===== config.mk =====
export PLATFORM = sky130hd
export DESIGN_NAME = tla_ram
export DESIGN_NICKNAME = d
export VERILOG_FILES = /design/src/sv/tla_ram.sv
export SDC_FILE = /design/constraint.sdc
export NUM_CORES = 2
export LEC_CHECK = 0
export BUFFER_PORTS_ARGS = -buffer_cell sky130_fd_sc_hd__buf_2
export CORE_MARGIN = 2
export CORE_UTILIZATION = 45
export DETAILED_ROUTE_END_ITERATION = 6
export SLEW_MARGIN = 0
export SYNTH_ARGS = -nofsm -noshare
export SYNTH_HDL_FRONTEND = slang
export SYNTH_SLANG_ARGS = --single-unit

===== constraint.sdc =====
create_clock -name clk -period 2.9 [get_ports clk]
set_input_delay 0.29 -clock clk [delete_from_list [all_inputs] [get_ports clk]]
set_output_delay 0.29 -clock clk [all_outputs]
set_load 0.005 [all_outputs]

===== src/sv/tla_ram.sv =====
module tla_ram #(
  parameter int WIDTH = 8,
  parameter int DEPTH = 256,
  parameter int AW    = $clog2(DEPTH)
) (
  input  logic             clk,
  input  logic             we,
  input  logic [AW-1:0]    waddr,
  input  logic [WIDTH-1:0] wdata,
  input  logic             re,
  input  logic [AW-1:0]    raddr,
  output logic [WIDTH-1:0] rdata
);

  logic [WIDTH-1:0] mem [DEPTH];

  always_ff @(posedge clk) begin
    if (we) begin
      mem[waddr] <= wdata;
    end
    if (re) begin
      rdata <= mem[raddr];
    end
  end

endmodule


==> summary.log <==
[run_status] status finished clean
[synth] post-synthesis area per instance 21.3 µm²
[worst_setup_path] required time at the worst-slack endpoint 3.45 ns
[sta] final cycle utilization of the critical path 97.6%
[worst_setup_path] endpoint of the lowest-slack register-to-register path rdata[5]
[drt] DR vias 40,617
[drt] number of iterations in the first detailed-routing pass 6
[sta] Final Hold Vio Count 0
[synth] count of state elements after synthesis 2,056
[worst_setup_path] Worst EP arrival 3.38 ns
[placement] Placed Cells incl. Taps 6,494
[drt] Total Routed Length 203 mm
[synth] Syn. warnings 0
[synth] share of Yosys cell area claimed by the top area cell type 77.5%
[global_routing] initial antenna violation count 17
[worst_setup_path] crit path from mem[211][5]
[sta] worst relative slew slack 30.6%
[global_routing] vias in the first global route 40,629
[power_and_ir_drop] peak supply drop 0.726 mV
[drt] DRC marker count from the first detailed-route iteration 5,251
[global_routing] GRT Residual Overflow 0
[synth] predominant post-synthesis flop cell edfxtp_1
[worst_setup_path] RR Startpoint mem[211][5]
[clock_network] CTS tree built
[floorplan] initial cell density of the core 45.3%
[synth] number of synthesized flops with an enable pin 2,056
[hold_path] worst hold path class in2reg
[clock_network] number of H-tree branching levels 4
[clock_network] Clock Latency Late Sink 0.83 ns
[clock_network] clock slew at the register clock pins of the worst setup and hold paths 0.06 ns
[final_layout] post-route cell area 0.0936 mm²
[synth] count of mapped cells out of synthesis 3,733
[synth] top cell types by occurrence after synthesis 2,056 x edfxtp_1, 454 x mux4_2, 282 x nor2_1, 134 x mux2i_1, 133 x a22oi_1
[synth] most area-hungry cell type in the Yosys netlist edfxtp_1
[placement] detailed-placement wirelength estimate 131 mm
[final_layout] number of cells in the finished layout apart from fillers 6,881
[sta] RSZ-0062 raised after global routing false
[worst_setup_path] critical path launch point type flip-flop
[synth] count of distinct cell types in the synthesized netlist 54
[synth] number of nets produced by synthesis 3,760
[clock_network] Post CTS Setup Buffer Count 0
[synth] top cells by area, synth edfxtp_1 78%, mux4_2 13%, mux2i_1 1.7%
[sta] final worst setup slack 0.0701 ns
[worst_setup_path] critical-path maximum fanout 1
[global_routing] wire length of the first global-routing pass 292 mm
[global_routing] pin count of the biggest net entering global routing 104
[floorplan] Total Die Area 0.180 mm²
[placement] Final Wtd Congestion 0.844
[floorplan] total I/O pin count 35
[clock_network] maximum clock insertion buffer count 3
[hold_path] start point of the worst min-delay path waddr[2]
[final_layout] Area growth syn-to-layout 17.5%
[placement] Cell Area, Placed 0.0870 mm²
[clock_network] clock tree sinks 2,056
[clock_network] CTS buffer count 204
[sta] Slew Limit Fails 0
[worst_setup_path] Setup CP Type reg2reg
[placement] Setup WS pre-CTS -0.804 ns
[worst_setup_path] R2R setup slack 0.07 ns
[final_layout] final core utilization 53.2%
[clock_network] Clock Tree Root clkbuf_16
[drt] per-cell via count in the routed design 5.90
[sta] Worst Max-Slew Pin Slew 1.04 ns
[worst_setup_path] Critical Path End rdata[5]
[drt] average wire length per cell after detail routing 29.5 µm
[power_and_ir_drop] power density of the placed cells 661 mW/mm²
[placement] PortBufs 34
[synth] cell area after synthesis 0.0796 mm²
[worst_setup_path] Critical Path End Type flip-flop
[synth] most instantiated library cell after synthesis edfxtp_1
[synth] post-synthesis async set-or-reset flop share 0%
[floorplan] Die X-Extent 425 µm
[drt] residual antenna-violating net count after detailed routing 0
[power_and_ir_drop] final total power 61.8 mW
[final_layout] ratio of cells with drive above 1 in the final layout 31.3%
[global_routing] Total GRT Usage 22.6%
[power_and_ir_drop] Lkg Pwr 30.1 nW
[sta] Final Critical Period 2.83 ns
[sta] Achievable Freq 353 MHz
[sta] setup clock skew after layout 0.0441 ns
[synth] share of synthesized area occupied by flip-flops and latches 77.5%
[final_layout] net total in the final layout 4,396
[drt] DRC violation count after routing 0
[floorplan] row count 154
[sta] final-report setup violation count 0
[worst_setup_path] Register-to-Register Path Depth 6
[floorplan] Floorplan Core Area 0.176 mm²
[floorplan] Die Height 425 µm
[run] maxcap violations 0
==> worst min-delay path by stage <==
| stage | end | slack (ns) | cells past startpoint |
|---|---|---|---|
| finish | mem[174][3] | 0.11 | 3 |
| global placement | rdata[5] | 0.75 | 1 |
| global route | mem[174][3] | 0.06 | 3 |
| CTS | mem[174][3] | 0.04 | 3 |
| floorplan | mem[0][0] | 0.39 | 0 |
| detailed placement | rdata[5] | 0.75 | 1 |
==> flip-flops by register name (all words and copies together), names as in the netlist <==
register,flops
rdata,8
mem,2048
==> repair_timing <==
item,in CTS,in global routing
resized for setup,2,1
hold buffers,9,0
hold endpoints to repair,268,0
setup endpoints to repair,2,1
pin swaps,0,0
==> worst max-delay path: stages (launching register included) <==
cell and delay [ns]:
edfxtp_1 0.37, mux4_2 0.48, a22o_1 0.26, a221oi_1 0.52, o32ai_1 0.22, nor3_1 0.56, nor4_1 0.12
==> cell type report <==
cell class              count  area (µm²)
diodes                      9        22.5
clock buffers             244        5320
clock inverters           125        1150
fillers                 13612       82400
inverters                   2        7.51
multi-input cells        1442       16500
flip-flops and latches   2056       61700
well taps                2340        2930
repair buffers            663        5880
==> power by group <==
part	switching (mW)	total, mW	internal [mW]	leakage (nW)
clock network	11.0	25.7	14.6	3.18
logic	2.03	3.35	1.32	8.46
registers	0.0419	32.8	32.8	18.5
total	13.1	61.8	48.7	30.1
==> per-stage QoR <==
stage	setup TNS [ns]	hold slack, ns
after floorplan	0	0.389
after global placement	-4.18	0.748
after detailed placement	-3.65	0.748
after CTS	0	0.0358
after global routing	0	0.0624
final	0	0.110
==> placed cells by master (no fill, tap or decap), types with 15 or more instances in the layout <==
cell type / n
clkbuf_16: 207
clkinv_1: 52
nor2_1: 279
a211oi_1: 15
edfxtp_1: 2056
nand2_1: 33
bufinv_16: 18
o22ai_1: 28
mux4_2: 454
mux2i_1: 134
a22oi_1: 133
clkbuf_1: 37
nand3_1: 31
buf_4: 553
nor4_1: 22
o221ai_1: 46
clkinv_2: 40
nor2b_1: 28
a21oi_1: 96
buf_2: 22
buf_12: 69
nor3_1: 20
==> logic make-up after synthesis <==
logic type             share of synthesized area (%)
AND/OR/NAND/NOR                                 2.63
buffers and inverters                           1.83
multiplexers                                    14.6
AO/OA/AOI/OAI                                   3.42
flip-flops                                      77.5
==> metal layers <==
layer	routed length, µm	up-vias	GRT usage (%)
met2	97700	1701	35.8
met3	16400	274	3.98
met4	4930	2	6.15
met1	83900	21647	32.6
met5	11	-	0
li1	-	16993	-
No activity file was read; power rests on OpenSTA's default activity.
