<file path="src/sv/tla_pkg.sv">
package tla_pkg;

  typedef struct packed {
    logic [2:0] func;
    logic [7:0] command_byte;
    logic       connected;
    logic       rx_valid;
    logic [6:0] rx_char;
    logic       rx_break;
    logic [7:0] channel_byte;
    logic       channel_stop;
    logic       rx_pending;
  } in_t;

  typedef struct packed {
    logic [7:0] immediate_status;
    logic [1:0] cond_code;
    logic       end_valid;
    logic [7:0] end_status;
    logic       chan_out_valid;
    logic [7:0] chan_out_byte;
    logic       tx_valid;
    logic [6:0] tx_char;
    logic [7:0] erase_count;
    logic       attention;
    logic [2:0] line_action;
    logic [2:0] resched_last;
  } out_t;

  typedef struct packed {
    logic [7:0] cmd;
    logic [7:0] mode;
    logic [7:0] sense;
  } ctl_t;

  localparam int MAX_RES = 4;

  localparam logic [2:0] FN_START   = 3'd0;
  localparam logic [2:0] FN_HALT    = 3'd1;
  localparam logic [2:0] FN_SERVICE = 3'd2;
  localparam logic [2:0] FN_CONNECT = 3'd3;
  localparam logic [2:0] FN_SCAN    = 3'd4;

  localparam logic [7:0] CMD_NONE      = 8'h00;
  localparam logic [7:0] CMD_WRITE     = 8'h01;
  localparam logic [7:0] CMD_READ      = 8'h02;
  localparam logic [7:0] CMD_DIAL_CODE = 8'h03;
  localparam logic [7:0] CMD_SENSE     = 8'h04;
  localparam logic [7:0] CMD_PREPARE   = 8'h06;
  localparam logic [7:0] CMD_READ_INH  = 8'h0A;
  localparam logic [7:0] CMD_ADDR_PREP = 8'h0D;
  localparam logic [7:0] CMD_BREAK     = 8'h0E;
  localparam logic [7:0] CMD_ENABLE    = 8'h27;
  localparam logic [7:0] CMD_DIAL      = 8'h29;
  localparam logic [7:0] CMD_DISABLE   = 8'h2F;

  localparam logic [7:0] ST_BUSY = 8'h10;
  localparam logic [7:0] ST_CE   = 8'h08;
  localparam logic [7:0] ST_DE   = 8'h04;
  localparam logic [7:0] ST_UC   = 8'h02;
  localparam logic [7:0] ST_UE   = 8'h01;

  localparam logic [7:0] SN_NONE    = 8'h00;
  localparam logic [7:0] SN_CMDREJ  = 8'h80;
  localparam logic [7:0] SN_INTVENT = 8'h40;

  localparam logic [7:0] M_RECV   = 8'h01;
  localparam logic [7:0] M_ENAB   = 8'h02;
  localparam logic [7:0] M_POLL   = 8'h04;
  localparam logic [7:0] M_ADDR   = 8'h08;
  localparam logic [7:0] M_INPUT  = 8'h10;
  localparam logic [7:0] M_ADDR9  = 8'h20;
  localparam logic [7:0] M_BYPASS = 8'h40;
  localparam logic [7:0] M_BREAK  = 8'h80;

  localparam logic [7:0] TC_NL      = 8'h5b;
  localparam logic [7:0] TC_EOA     = 8'h1f;
  localparam logic [7:0] TC_EOT     = 8'h16;
  localparam logic [7:0] TC_BYPASS  = 8'hb8;
  localparam logic [7:0] TC_RESTORE = 8'h58;
  localparam logic [7:0] TC_ADDR9   = 8'h13;
  localparam logic [7:0] TC_NL_UC   = 8'hdb;

  localparam logic [6:0] CH_ETX = 7'h03;
  localparam logic [6:0] CH_BS  = 7'h08;
  localparam logic [6:0] CH_LF  = 7'h0A;
  localparam logic [6:0] CH_CR  = 7'h0D;
  localparam logic [6:0] CH_NAK = 7'h15;
  localparam logic [6:0] CH_DEL = 7'h7F;

  localparam logic [1:0] CC_DONE    = 2'd1;
  localparam logic [1:0] CC_NOT_ATT = 2'd3;

  localparam logic [2:0] LA_NONE      = 3'd0;
  localparam logic [2:0] LA_RAISE_DTR = 3'd1;
  localparam logic [2:0] LA_DROP_DTR  = 3'd2;
  localparam logic [2:0] LA_RESET     = 3'd3;
  localparam logic [2:0] LA_RX_ENABLE = 3'd4;

  localparam logic [1:0] RS_NONE  = 2'd0;
  localparam logic [1:0] RS_SHORT = 2'd1;
  localparam logic [1:0] RS_LONG  = 2'd2;

  localparam logic [2:0] REG_ATTACHED = 3'd0;
  localparam logic [2:0] REG_DIRECT   = 3'd4;

  function automatic logic [7:0] asc_to_term(input logic [6:0] c);
    logic [7:0] t;
    case (c)
      7'h08: t = 8'hDD; 7'h09: t = 8'hFA; 7'h0A: t = 8'hB5; 7'h0D: t = 8'h5B;
      7'h20: t = 8'h81; 7'h21: t = 8'hD7; 7'h22: t = 8'h96; 7'h23: t = 8'h16;
      7'h24: t = 8'h57; 7'h25: t = 8'h8B; 7'h26: t = 8'h61; 7'h27: t = 8'h8D;
      7'h28: t = 8'h93; 7'h29: t = 8'h95; 7'h2A: t = 8'h90; 7'h2B: t = 8'hE1;
      7'h2C: t = 8'h37; 7'h2D: t = 8'hC0; 7'h2E: t = 8'h76; 7'h2F: t = 8'h23;
      7'h30: t = 8'h15; 7'h31: t = 8'h02; 7'h32: t = 8'h04; 7'h33: t = 8'h07;
      7'h34: t = 8'h08; 7'h35: t = 8'h0B; 7'h36: t = 8'h0D; 7'h37: t = 8'h0E;
      7'h38: t = 8'h10; 7'h39: t = 8'h13; 7'h3A: t = 8'h88; 7'h3B: t = 8'h87;
      7'h3C: t = 8'h84; 7'h3D: t = 8'h82; 7'h3E: t = 8'h8E; 7'h3F: t = 8'hA3;
      7'h40: t = 8'h20; 7'h41: t = 8'hE2; 7'h42: t = 8'hE4; 7'h43: t = 8'hE7;
      7'h44: t = 8'hE8; 7'h45: t = 8'hEB; 7'h46: t = 8'hED; 7'h47: t = 8'hEE;
      7'h48: t = 8'hF0; 7'h49: t = 8'hF3; 7'h4A: t = 8'hC3; 7'h4B: t = 8'hC5;
      7'h4C: t = 8'hC6; 7'h4D: t = 8'hC9; 7'h4E: t = 8'hCA; 7'h4F: t = 8'hCC;
      7'h50: t = 8'hCF; 7'h51: t = 8'hD1; 7'h52: t = 8'hD2; 7'h53: t = 8'hA5;
      7'h54: t = 8'hA6; 7'h55: t = 8'hA9; 7'h56: t = 8'hAA; 7'h57: t = 8'hAC;
      7'h58: t = 8'hAF; 7'h59: t = 8'hB1; 7'h5A: t = 8'hB2; 7'h5F: t = 8'h40;
      7'h61: t = 8'h62; 7'h62: t = 8'h64; 7'h63: t = 8'h67; 7'h64: t = 8'h68;
      7'h65: t = 8'h6B; 7'h66: t = 8'h6D; 7'h67: t = 8'h6E; 7'h68: t = 8'h70;
      7'h69: t = 8'h73; 7'h6A: t = 8'h43; 7'h6B: t = 8'h45; 7'h6C: t = 8'h46;
      7'h6D: t = 8'h49; 7'h6E: t = 8'h4A; 7'h6F: t = 8'h4C; 7'h70: t = 8'h4F;
      7'h71: t = 8'h51; 7'h72: t = 8'h52; 7'h73: t = 8'h25; 7'h74: t = 8'h26;
      7'h75: t = 8'h29; 7'h76: t = 8'h2A; 7'h77: t = 8'h2C; 7'h78: t = 8'h2F;
      7'h79: t = 8'h31; 7'h7A: t = 8'h32; 7'h7C: t = 8'hB7; 7'h7E: t = 8'hF6;
      default: t = 8'h00;
    endcase
    return t;
  endfunction

  function automatic logic [6:0] term_to_asc(input logic [7:0] ch);
    logic [6:0] a;
    case (ch)
      8'h01: a = 7'h20; 8'h02: a = 7'h31; 8'h04: a = 7'h32; 8'h07: a = 7'h33;
      8'h08: a = 7'h34; 8'h0B: a = 7'h35; 8'h0D: a = 7'h36; 8'h0E: a = 7'h37;
      8'h10: a = 7'h38; 8'h13: a = 7'h39; 8'h15: a = 7'h30; 8'h16: a = 7'h23;
      8'h20: a = 7'h40; 8'h23: a = 7'h2F; 8'h25: a = 7'h73; 8'h26: a = 7'h74;
      8'h29: a = 7'h75; 8'h2A: a = 7'h76; 8'h2C: a = 7'h77; 8'h2F: a = 7'h78;
      8'h31: a = 7'h79; 8'h32: a = 7'h7A; 8'h37: a = 7'h2C;
      8'h40: a = 7'h5F; 8'h43: a = 7'h6A; 8'h45: a = 7'h6B; 8'h46: a = 7'h6C;
      8'h49: a = 7'h6D; 8'h4A: a = 7'h6E; 8'h4C: a = 7'h6F; 8'h4F: a = 7'h70;
      8'h51: a = 7'h71; 8'h52: a = 7'h72; 8'h57: a = 7'h24; 8'h5B: a = 7'h0A;
      8'h5D: a = 7'h08;
      8'h61: a = 7'h26; 8'h62: a = 7'h61; 8'h64: a = 7'h62; 8'h67: a = 7'h63;
      8'h68: a = 7'h64; 8'h6B: a = 7'h65; 8'h6D: a = 7'h66; 8'h6E: a = 7'h67;
      8'h70: a = 7'h68; 8'h73: a = 7'h69; 8'h76: a = 7'h2E; 8'h7A: a = 7'h09;
      8'h7F: a = 7'h7F;
      8'h81: a = 7'h20; 8'h82: a = 7'h3D; 8'h84: a = 7'h3C; 8'h87: a = 7'h3B;
      8'h88: a = 7'h3A; 8'h8B: a = 7'h25; 8'h8D: a = 7'h27; 8'h8E: a = 7'h3E;
      8'h90: a = 7'h2A; 8'h93: a = 7'h28; 8'h95: a = 7'h29; 8'h96: a = 7'h22;
      8'hA3: a = 7'h3F; 8'hA5: a = 7'h53; 8'hA6: a = 7'h54; 8'hA9: a = 7'h55;
      8'hAA: a = 7'h56; 8'hAC: a = 7'h57; 8'hAF: a = 7'h58;
      8'hB1: a = 7'h59; 8'hB2: a = 7'h5A; 8'hB7: a = 7'h7C;
      8'hC0: a = 7'h2D; 8'hC1: a = 7'h2D; 8'hC3: a = 7'h4A; 8'hC5: a = 7'h4B;
      8'hC6: a = 7'h4C; 8'hC9: a = 7'h4D; 8'hCA: a = 7'h4E; 8'hCC: a = 7'h4F;
      8'hCF: a = 7'h50;
      8'hD1: a = 7'h51; 8'hD2: a = 7'h52; 8'hD7: a = 7'h21; 8'hDB: a = 7'h0A;
      8'hDD: a = 7'h08;
      8'hE1: a = 7'h2B; 8'hE2: a = 7'h41; 8'hE4: a = 7'h42; 8'hE7: a = 7'h43;
      8'hE8: a = 7'h44; 8'hEB: a = 7'h45; 8'hED: a = 7'h46; 8'hEE: a = 7'h47;
      8'hF0: a = 7'h48; 8'hF3: a = 7'h49; 8'hF6: a = 7'h7E; 8'hFA: a = 7'h09;
      8'hFF: a = 7'h7F;
      default: a = 7'h00;
    endcase
    return a;
  endfunction

endpackage

</file>
<file path="src/sv/tla_engine.sv">
module tla_engine #(
  parameter int BUFFER_DEPTH = 256,
  parameter int PTR_W        = $clog2(BUFFER_DEPTH)
) (
  input  tla_pkg::in_t       item,
  input  logic               attached,
  input  logic               direct_line,
  input  tla_pkg::ctl_t      ctl,
  input  logic [PTR_W-1:0]   fill,
  input  logic [PTR_W-1:0]   drain,
  input  logic [7:0]         rdata,
  output tla_pkg::ctl_t      ctl_nxt,
  output logic [PTR_W-1:0]   fill_nxt,
  output logic [PTR_W-1:0]   drain_nxt,
  output tla_pkg::out_t      res [tla_pkg::MAX_RES],
  output logic [2:0]         nres,
  output logic               wr0_en,
  output logic [PTR_W-1:0]   wr0_addr,
  output logic [7:0]         wr0_data,
  output logic               wr1_en,
  output logic [PTR_W-1:0]   wr1_addr
);
  import tla_pkg::*;

  function automatic logic [PTR_W-1:0] bump(input logic [PTR_W-1:0] p);
    return (p == PTR_W'(BUFFER_DEPTH - 1)) ? '0 : p + 1'b1;
  endfunction

  logic [7:0] imm, ends, chb, term;
  logic [1:0] cc, resched, erase_k, last_k;
  logic       endv, chv, att, do_rcv, erase_en;
  logic [2:0] la, ntx;
  logic [7:0] erase_val;
  logic [6:0] txc [MAX_RES];
  logic [6:0] wasc;

  always_comb begin
    ctl_nxt   = ctl;
    fill_nxt  = fill;
    drain_nxt = drain;
    imm = '0; cc = '0; endv = 1'b0; ends = '0; chv = 1'b0; chb = '0;
    att = 1'b0; la = LA_NONE; resched = RS_NONE; do_rcv = 1'b0;
    ntx = '0; erase_en = 1'b0; erase_val = '0; erase_k = '0;
    for (int i = 0; i < MAX_RES; i++) txc[i] = '0;
    wr0_en = 1'b0; wr0_addr = fill; wr0_data = '0; wr1_en = 1'b0; wr1_addr = '0;
    term = '0;
    wasc = term_to_asc(item.channel_byte);

    unique case (item.func)
      FN_START: begin
        if (ctl.cmd != CMD_NONE) begin
          imm = ST_BUSY;
        end else if (item.command_byte[1:0] == 2'b11 &&
                     (item.command_byte == CMD_DIAL_CODE || item.command_byte[4])) begin
          imm = ST_CE | ST_DE;
        end else if (item.command_byte[1:0] != 2'b00) begin
          ctl_nxt.cmd = item.command_byte;
          ctl_nxt.sense = SN_NONE;
          resched = RS_SHORT;
        end else if (item.command_byte == CMD_SENSE) begin
          ctl_nxt.cmd = item.command_byte;
          resched = RS_SHORT;
        end else begin
          imm = ST_CE | ST_DE | ((ctl.sense != SN_NONE) ? ST_UC : 8'h00);
        end
      end
      FN_HALT: begin
        if (!attached) begin
          cc = CC_NOT_ATT;
        end else begin
          cc = CC_DONE;
          case (ctl.cmd) inside
            CMD_PREPARE: begin
              ctl_nxt.mode = ctl.mode & ~(M_ADDR9 | M_ADDR);
              ctl_nxt.cmd = CMD_NONE;
              endv = 1'b1; ends = ST_CE | ST_DE | ST_UE;
            end
            CMD_READ_INH, CMD_READ, CMD_WRITE, CMD_ADDR_PREP, CMD_BREAK: begin
              ctl_nxt.mode = ctl.mode & ~(M_ADDR9 | M_ADDR);
              ctl_nxt.cmd = CMD_NONE;
              endv = 1'b1; ends = ST_CE | ST_DE;
            end
            CMD_ENABLE: begin
              ctl_nxt.mode = ctl.mode & ~(M_POLL | M_ADDR9 | M_ADDR);
              ctl_nxt.cmd = CMD_NONE;
              la = LA_RESET;
              endv = 1'b1; ends = ST_CE | ST_DE | ST_UE;
            end
            default: ;
          endcase
        end
      end
      FN_SERVICE: begin
        do_rcv = 1'b1;
        case (ctl.cmd) inside
          CMD_SENSE: begin
            chv = 1'b1; chb = ctl.sense;
            ctl_nxt.cmd = CMD_NONE;
            endv = 1'b1; ends = ST_CE | ST_DE;
          end
          CMD_DIAL: begin
            ctl_nxt.sense = SN_CMDREJ;
            endv = 1'b1; ends = ST_CE | ST_DE | ST_UC;
          end
          CMD_READ, CMD_READ_INH: begin
            ctl_nxt.sense = SN_NONE;
            if ((ctl.mode & M_ENAB) == 8'h00) begin
              ctl_nxt.cmd = CMD_NONE;
              endv = 1'b1; ends = ST_CE | ST_DE | ST_UE;
            end else begin
              ctl_nxt.mode = ctl.mode | M_RECV;
              if (!item.connected) begin
                ctl_nxt.cmd = CMD_NONE;
                ctl_nxt.mode = ctl_nxt.mode &
                               ~(M_BREAK | M_INPUT | M_ENAB | M_POLL | M_RECV);
                ctl_nxt.sense = SN_INTVENT;
                fill_nxt = '0; drain_nxt = '0;
                endv = 1'b1; ends = ST_CE | ST_DE | ST_UE;
                do_rcv = 1'b0;
              end else if ((ctl_nxt.mode & M_ADDR) != 8'h00 && fill == '0) begin
                ctl_nxt.mode = ctl_nxt.mode & ~M_ADDR;
                chv = 1'b1; chb = TC_EOT;
                if (item.channel_stop || (ctl_nxt.mode & M_ADDR9) != 8'h00) begin
                  ctl_nxt.mode = ctl_nxt.mode & ~M_ADDR9;
                  ctl_nxt.cmd = CMD_NONE;
                  endv = 1'b1; ends = ST_CE | ST_DE;
                  do_rcv = 1'b0;
                end else begin
                  resched = RS_SHORT;
                end
              end else if ((ctl_nxt.mode & M_BREAK) != 8'h00) begin
                ctl_nxt.cmd = CMD_NONE;
                ctl_nxt.mode = ctl_nxt.mode & ~(M_BREAK | M_INPUT | M_RECV);
                ctl_nxt.sense = SN_INTVENT;
                fill_nxt = '0; drain_nxt = '0;
                endv = 1'b1; ends = ST_CE | ST_DE | ST_UC | ST_UE;
                do_rcv = 1'b0;
              end else if ((ctl_nxt.mode & M_INPUT) != 8'h00) begin
                if (fill != drain) begin
                  drain_nxt = bump(drain);
                  chv = 1'b1; chb = rdata;
                end
                if (fill == drain || item.channel_stop) begin
                  ctl_nxt.cmd = CMD_NONE;
                  ctl_nxt.mode = ctl_nxt.mode & ~(M_INPUT | M_RECV);
                  fill_nxt = '0; drain_nxt = '0;
                  endv = 1'b1; ends = ST_CE | ST_DE;
                  do_rcv = 1'b0;
                end else begin
                  resched = RS_SHORT;
                end
              end else begin
                resched = RS_SHORT;
              end
            end
          end
          CMD_WRITE: begin
            ctl_nxt.sense = SN_NONE;
            if ((ctl.mode & M_ENAB) == 8'h00) begin
              ctl_nxt.cmd = CMD_NONE;
              endv = 1'b1; ends = ST_CE | ST_DE | ST_UE;
            end else if (!item.connected) begin
              ctl_nxt.cmd = CMD_NONE;
              ctl_nxt.mode = ctl.mode & ~(M_BREAK | M_INPUT | M_ENAB | M_POLL);
              ctl_nxt.sense = SN_INTVENT;
              fill_nxt = '0; drain_nxt = '0;
              endv = 1'b1; ends = ST_CE | ST_DE | ST_UE;
              do_rcv = 1'b0;
            end else if ((ctl.mode & M_BREAK) != 8'h00) begin
              ctl_nxt.cmd = CMD_NONE;
              ctl_nxt.mode = ctl.mode & ~M_BREAK;
              ctl_nxt.sense = SN_INTVENT;
              endv = 1'b1; ends = ST_CE | ST_DE | ST_UC;
              do_rcv = 1'b0;
            end else if (item.channel_stop) begin
              ctl_nxt.cmd = CMD_NONE;
              endv = 1'b1; ends = ST_CE | ST_DE;
            end else begin
              if (item.channel_byte == TC_EOA) begin
                ctl_nxt.mode = ctl.mode | M_ADDR;
              end else if (item.channel_byte == TC_EOT) begin
                ctl_nxt.mode = ctl.mode & ~M_ADDR;
              end else if (item.channel_byte == TC_BYPASS) begin
                ctl_nxt.mode = ctl.mode | M_BYPASS;
              end else if (item.channel_byte == TC_RESTORE) begin
                ctl_nxt.mode = ctl.mode & ~(M_BYPASS | M_ADDR | M_ADDR9);
              end else if ((ctl.mode & M_ADDR) != 8'h00 && item.channel_byte == TC_ADDR9) begin
                ctl_nxt.mode = ctl.mode | M_ADDR9;
              end else if ((ctl.mode & M_ADDR) == 8'h00 && wasc != 7'h00) begin
                txc[ntx[1:0]] = wasc;
                ntx = ntx + 3'd1;
                if (item.channel_byte == TC_NL || item.channel_byte == TC_NL_UC) begin
                  txc[ntx[1:0]] = CH_CR;
                  ntx = ntx + 3'd1;
                end
              end
              resched = RS_LONG;
            end
          end
          CMD_ADDR_PREP: begin
            ctl_nxt.cmd = CMD_NONE;
            ctl_nxt.mode = ctl.mode | M_ADDR;
            ctl_nxt.sense = SN_NONE;
            endv = 1'b1; ends = ST_CE | ST_DE;
          end
          CMD_PREPARE: begin
            ctl_nxt.sense = SN_NONE;
            if ((ctl.mode & M_ENAB) == 8'h00) begin
              ctl_nxt.cmd = CMD_NONE;
              endv = 1'b1; ends = ST_CE | ST_DE | ST_UE;
            end else if (!item.connected) begin
              ctl_nxt.cmd = CMD_NONE;
              ctl_nxt.mode = ctl.mode & ~(M_BREAK | M_INPUT | M_ENAB | M_POLL);
              ctl_nxt.sense = SN_INTVENT;
              fill_nxt = '0; drain_nxt = '0;
              endv = 1'b1; ends = ST_CE | ST_DE | ST_UE;
              do_rcv = 1'b0;
            end else begin
              ctl_nxt.mode = (ctl.mode | M_RECV) & ~(M_ADDR | M_ADDR9);
              if ((ctl_nxt.mode & (M_INPUT | M_BREAK)) != 8'h00) begin
                ctl_nxt.cmd = CMD_NONE;
                endv = 1'b1; ends = ST_CE | ST_DE;
              end else begin
                resched = RS_SHORT;
              end
            end
          end
          CMD_BREAK: begin
            ctl_nxt.cmd = CMD_NONE;
            ctl_nxt.sense = SN_NONE;
            endv = 1'b1; ends = ST_CE | ST_DE;
          end
          CMD_ENABLE: begin
            ctl_nxt.sense = SN_NONE;
            if ((ctl.mode & (M_POLL | M_ENAB)) == M_ENAB) begin
              ctl_nxt.cmd = CMD_NONE;
              fill_nxt = '0; drain_nxt = '0;
              endv = 1'b1; ends = ST_CE | ST_DE;
            end else if ((ctl.mode & M_POLL) == 8'h00) begin
              la = LA_RAISE_DTR;
              ctl_nxt.mode = ctl.mode | M_POLL;
            end
          end
          CMD_DISABLE: begin
            ctl_nxt.sense = SN_NONE;
            la = LA_DROP_DTR;
            ctl_nxt.cmd = CMD_NONE;
            ctl_nxt.mode = ctl.mode & ~(M_POLL | M_ENAB);
            endv = 1'b1; ends = ST_CE | ST_DE;
          end
          default: ;
        endcase
      end
      FN_CONNECT: begin
        if (attached && (ctl.mode & M_ENAB) == 8'h00) begin
          if ((ctl.mode & M_POLL) == 8'h00) begin
            if (direct_line) begin
              att = 1'b1;
              ctl_nxt.mode = ctl.mode | M_ENAB | M_ADDR;
              la = LA_RX_ENABLE;
              resched = RS_SHORT;
            end else begin
              la = LA_DROP_DTR;
            end
          end else begin
            la = LA_RX_ENABLE;
            ctl_nxt.mode = (ctl.mode & ~M_POLL) | M_ENAB;
            resched = RS_SHORT;
          end
        end
      end
      FN_SCAN: begin
        if (attached && (ctl.mode & (M_RECV | M_ENAB)) == M_ENAB && item.rx_pending) begin
          att = 1'b1;
        end
      end
      default: ;
    endcase

    // line receive path, after the command has had its turn
    if (do_rcv && (ctl_nxt.mode & (M_ENAB | M_RECV)) == (M_ENAB | M_RECV) &&
        item.rx_valid) begin
      if (item.rx_break) begin
        ctl_nxt.mode = ctl_nxt.mode | M_BREAK;
      end else begin
        term = asc_to_term(item.rx_char);
        case (item.rx_char) inside
          CH_CR, CH_LF: begin
            wr0_en = 1'b1; wr0_addr = fill_nxt; wr0_data = TC_NL;
            wr1_en = 1'b1; wr1_addr = bump(fill_nxt);
            fill_nxt = bump(bump(fill_nxt));
            ctl_nxt.mode = (ctl_nxt.mode | M_INPUT) & ~M_RECV;
            drain_nxt = '0;
            txc[ntx[1:0]] = CH_CR;
            ntx = ntx + 3'd1;
            txc[ntx[1:0]] = CH_LF;
            ntx = ntx + 3'd1;
          end
          CH_DEL, CH_BS: begin
            if (fill_nxt != '0) begin
              fill_nxt = fill_nxt - 1'b1;
              erase_en = 1'b1; erase_val = 8'd1;
              erase_k = (ntx == 3'd0) ? 2'd0 : 2'(ntx - 3'd1);
            end
          end
          CH_NAK: begin
            erase_en = 1'b1; erase_val = 8'(fill_nxt);
            erase_k = (ntx == 3'd0) ? 2'd0 : 2'(ntx - 3'd1);
            fill_nxt = '0;
          end
          CH_ETX: begin
            ctl_nxt.mode = (ctl_nxt.mode | M_BREAK) & ~M_RECV;
          end
          default: begin
            if (fill_nxt < PTR_W'(BUFFER_DEPTH - 3)) begin
              if (term != 8'h00) begin
                wr0_en = 1'b1; wr0_addr = fill_nxt; wr0_data = term;
                fill_nxt = bump(fill_nxt);
                if ((ctl_nxt.mode & M_BYPASS) == 8'h00) begin
                  txc[ntx[1:0]] = item.rx_char;
                  ntx = ntx + 3'd1;
                end
              end
            end else begin
              wr0_en = 1'b1; wr0_addr = fill_nxt; wr0_data = TC_NL;
              wr1_en = 1'b1; wr1_addr = bump(fill_nxt);
              fill_nxt = bump(bump(fill_nxt));
              ctl_nxt.mode = (ctl_nxt.mode | M_INPUT) & ~M_RECV;
            end
          end
        endcase
      end
    end

    nres = (ntx == 3'd0) ? 3'd1 : ntx;
    last_k = 2'(nres - 3'd1);
    for (int i = 0; i < MAX_RES; i++) begin
      res[i] = '0;
      res[i].tx_valid = (3'(i) < ntx);
      res[i].tx_char = (3'(i) < ntx) ? txc[i] : 7'h00;
      if (erase_en && erase_k == 2'(i)) res[i].erase_count = erase_val;
      if (last_k == 2'(i)) res[i].resched_last = {resched, 1'b1};
    end
    res[0].immediate_status = imm;
    res[0].cond_code = cc;
    res[0].end_valid = endv;
    res[0].end_status = ends;
    res[0].chan_out_valid = chv;
    res[0].chan_out_byte = chb;
    res[0].attention = att;
    res[0].line_action = la;
  end

endmodule

</file>
<file path="config.mk">
export PLATFORM = sky130hd
export DESIGN_NAME = tla_engine
export DESIGN_NICKNAME = d
export VERILOG_FILES = /design/src/sv/tla_pkg.sv /design/src/sv/tla_engine.sv
export SDC_FILE = /design/constraint.sdc
export NUM_CORES = 1
export LEC_CHECK = 0
export ABC_AREA = 1
export BUFFER_PORTS_ARGS = -buffer_cell sky130_fd_sc_hd__buf_2
export CORE_ASPECT_RATIO = 0.9
export CORE_MARGIN = 5
export CORE_UTILIZATION = 25
export DETAILED_ROUTE_END_ITERATION = 7
export GPL_TIMING_DRIVEN = 0
export PLACE_DENSITY = 0.51
export SLEW_MARGIN = 20
export SYNTH_ARGS = -nofsm -noshare
export SYNTH_HDL_FRONTEND = slang
export SYNTH_SLANG_ARGS = --single-unit
</file>
<file path="constraint.sdc">
create_clock -name vclk -period 11.47
set_input_delay 1.147 -clock vclk [all_inputs]
set_output_delay 1.147 -clock vclk [all_outputs]
set_load 0.05 [all_outputs]
</file>
==> flow_summary.ini <==
[critical_path]
cp-startpoint = ctl[20]
cp_top_family = simple AND/OR/NAND/NOR gates
crit_path_start_kind = primary input
crit_path_end_kind = primary output
worstSetupPathType = in -> out
slowest_stage = ha_1
critPathBufInv = 8
endpoint = fill_nxt[7]
crit_fanout = 10
cp.depth = 30
cp_data_required_time_ns = 10.32
slowest_delay_ns = 0.27
cp_data_arrival_time_ns = 5.43
cp_common_cell = nand2_1

[die]
core_um2 = 32630
die-area_um2 = 36520
initial_core_util_pct = 25.12
die_w_um = 200.9
fp-row-count = 63
dieHeight_um = 181.8
ios = 354

[timing]
setup_ws_ns = 4.891
finalCritPeriodShare_pct = 57.36
setup_viol = 0
drv_slew = 0
rsz0062_at_grt = no
fmax_mhz = 152.0
finalHoldViolCount = 0
worst_pin_slew_ns = 0.6755
relSlewSlack_pct = 54.49
fin_crit_ns = 6.579
tns_ns = 0

[power]
total_leakage_power_nw = 6.115
power_density_nw_per_um2 = 39.19
irDropWorstVdd_mv = 0.02439

[final_layout]
fin_util_pct = 31.60
seq_cells = 0
layout_common_cells = 415 x nand2_1, 248 x buf_2, 200 x nor2_1
layout_commonest_cell = nand2_1
nNetsFinal = 2056
clock_buffers = 0
drive_gt1_share_pct = 25.42
diodes = 0
regArea_um2 = 0
fin_cells = 2369
area_growth_pct = 25.79

[placement]
post-place-ws_ns = 4.956
io_buffers = 227
place.gp.congestion = 0.9633
post-place-cells = 2369
hpwl_um = 33840

[hold_path]
hp-class = in -> out

[route]
num_vias = 11410
drt-initial-drc-count = 984
postRouteAntennaNets = 0
drt-total-wl_um = 39800
drc = 0
wl_per_cell_um = 16.80
viasPerCell = 4.816
dr.pass1.iters = 6

[grt]
grt_usage_pct = 20.47
gr-total-overflow = 0
grt_max_degree = 12
grt_first_pass_wirelength_um = 62050
antenna_found_initial = 1
grt_pass1_vias = 10930

[yosys]
synth_top_family_by_area = simple AND/OR/NAND/NOR gates
muxShareOfSynthArea_pct = 0
synth_area_um2 = 8199
synth_adder_area_share_pct = 3.968
synth-simple-area-share_pct = 50.71
synth_compound_area_share_pct = 18.74
synthXorXnorAreaFrac_pct = 1.816
synth_cells = 1600
synth.avg_cell_area_um2 = 5.124
ys_seq_area_share_pct = 0
yosysWarnings = 0
yosysUniqueCellTypes = 59

[clock_network]
cts_resized = 0
cts_hold_buf = 0
post_cts_buffers = 0

[outcome]
run_status = completed

[flow_run]
maxCapViolations = 0
-- cell type report --
class | instances | area, um2
multi-input combinational | 1322 | 6623
tap | 422 | 528.0
buffer | 170 | 1156
timing repair buffer | 227 | 1136
inverter | 228 | 870.8
fill | 3839 | 22320
-- where the power goes --
group          switching, mW  total, mW  leakage [nW]  internal, mW
clock network              0          0             0             0
registers                  0          0             0             0
logic                  0.300      0.404          6.12         0.105
total                  0.300      0.404          6.12         0.105
-- cells by family (layout without fill, tap and decap cells) --
logic type | Yosys count | in the layout
fa+ha+maj | 26 | 26
other cells | 1 | 121
compound gates | 261 | 261
xor+xnor | 17 | 17
simple gates | 897 | 897
buf+inv | 398 | 625
-- synthesized netlist by cell type (all sizes together) --
cell	n	area (um2)
nand3	145	805.8
ha	26	325.3
o31ai	3	22.52
nor4	10	62.56
nor2	235	1066
nand2	438	1764
nand4	32	246.5
nor3b	2	15.01
nand3b	5	37.54
o221ai	2	17.52
a41oi	2	17.52
or2	5	33.78
a32oi	3	33.79
a31oi	13	81.33
xor2	8	70.07
clkbuf	17	63.81
a22oi	6	45.04
o2111ai	6	52.55
xnor2	9	78.83
a2111oi	1	8.760
inv	226	863.3
a221oi	2	17.52
o311ai	1	8.760
o21bai	2	15.01
o22ai	9	56.30
o41ai	4	35.03
o21a	1	7.510
o32ai	3	26.28
conb	1	3.750
buf	153	1092
and2	1	6.260
o211ai	17	127.6
clkinv	2	7.510
a21oi	63	326.6
nor3	24	120.1
a211oi	6	45.04
a21o	1	7.510
o21ai	116	584.3
-- layer usage --
layer / track usage (%) / up-vias / routed length (um)
li1: - / 5676 / -
met1: 28.31 / 5245 / 18120
met2: 34.11 / 439 / 18140
met3: 3.161 / 46 / 2801
met4: 3.606 / 2 / 723
met5: 0 / - / 19
-- worst min path at each step --
stage | start | end | slack (ns) | cells past startpoint
4_1_cts | attached | res[195] | 2.70 | 3
6_report | attached | res[195] | 2.70 | 3
3_5_place_dp | attached | res[195] | 2.70 | 3
3_3_place_gp | attached | res[195] | 2.68 | 3
2_1_floorplan | attached | res[195] | 2.47 | 1
5_1_grt | rdata[7] | res[183] | 2.71 | 4
-- metrics by stage --
| step | hold slack, ns | cell area (um2) | power, mW |
|---|---|---|---|
| 2_1_floorplan | 2.470 | 8650 | 0.3074 |
| 3_3_place_gp | 2.684 | 10310 | 0.3996 |
| 3_5_place_dp | 2.697 | 10310 | 0.3970 |
| 4_1_cts | 2.698 | 10310 | 0.3981 |
| 5_1_grt | 2.707 | 10310 | 0.4361 |
| 6_report | 2.698 | 10310 | 0.4042 |
-- tightest hold or removal path: stages --
cell and delay (ns):
buf_2 0.14, nor2_1 0.06, buf_2 0.21
Power figures use the tool's default switching activity.
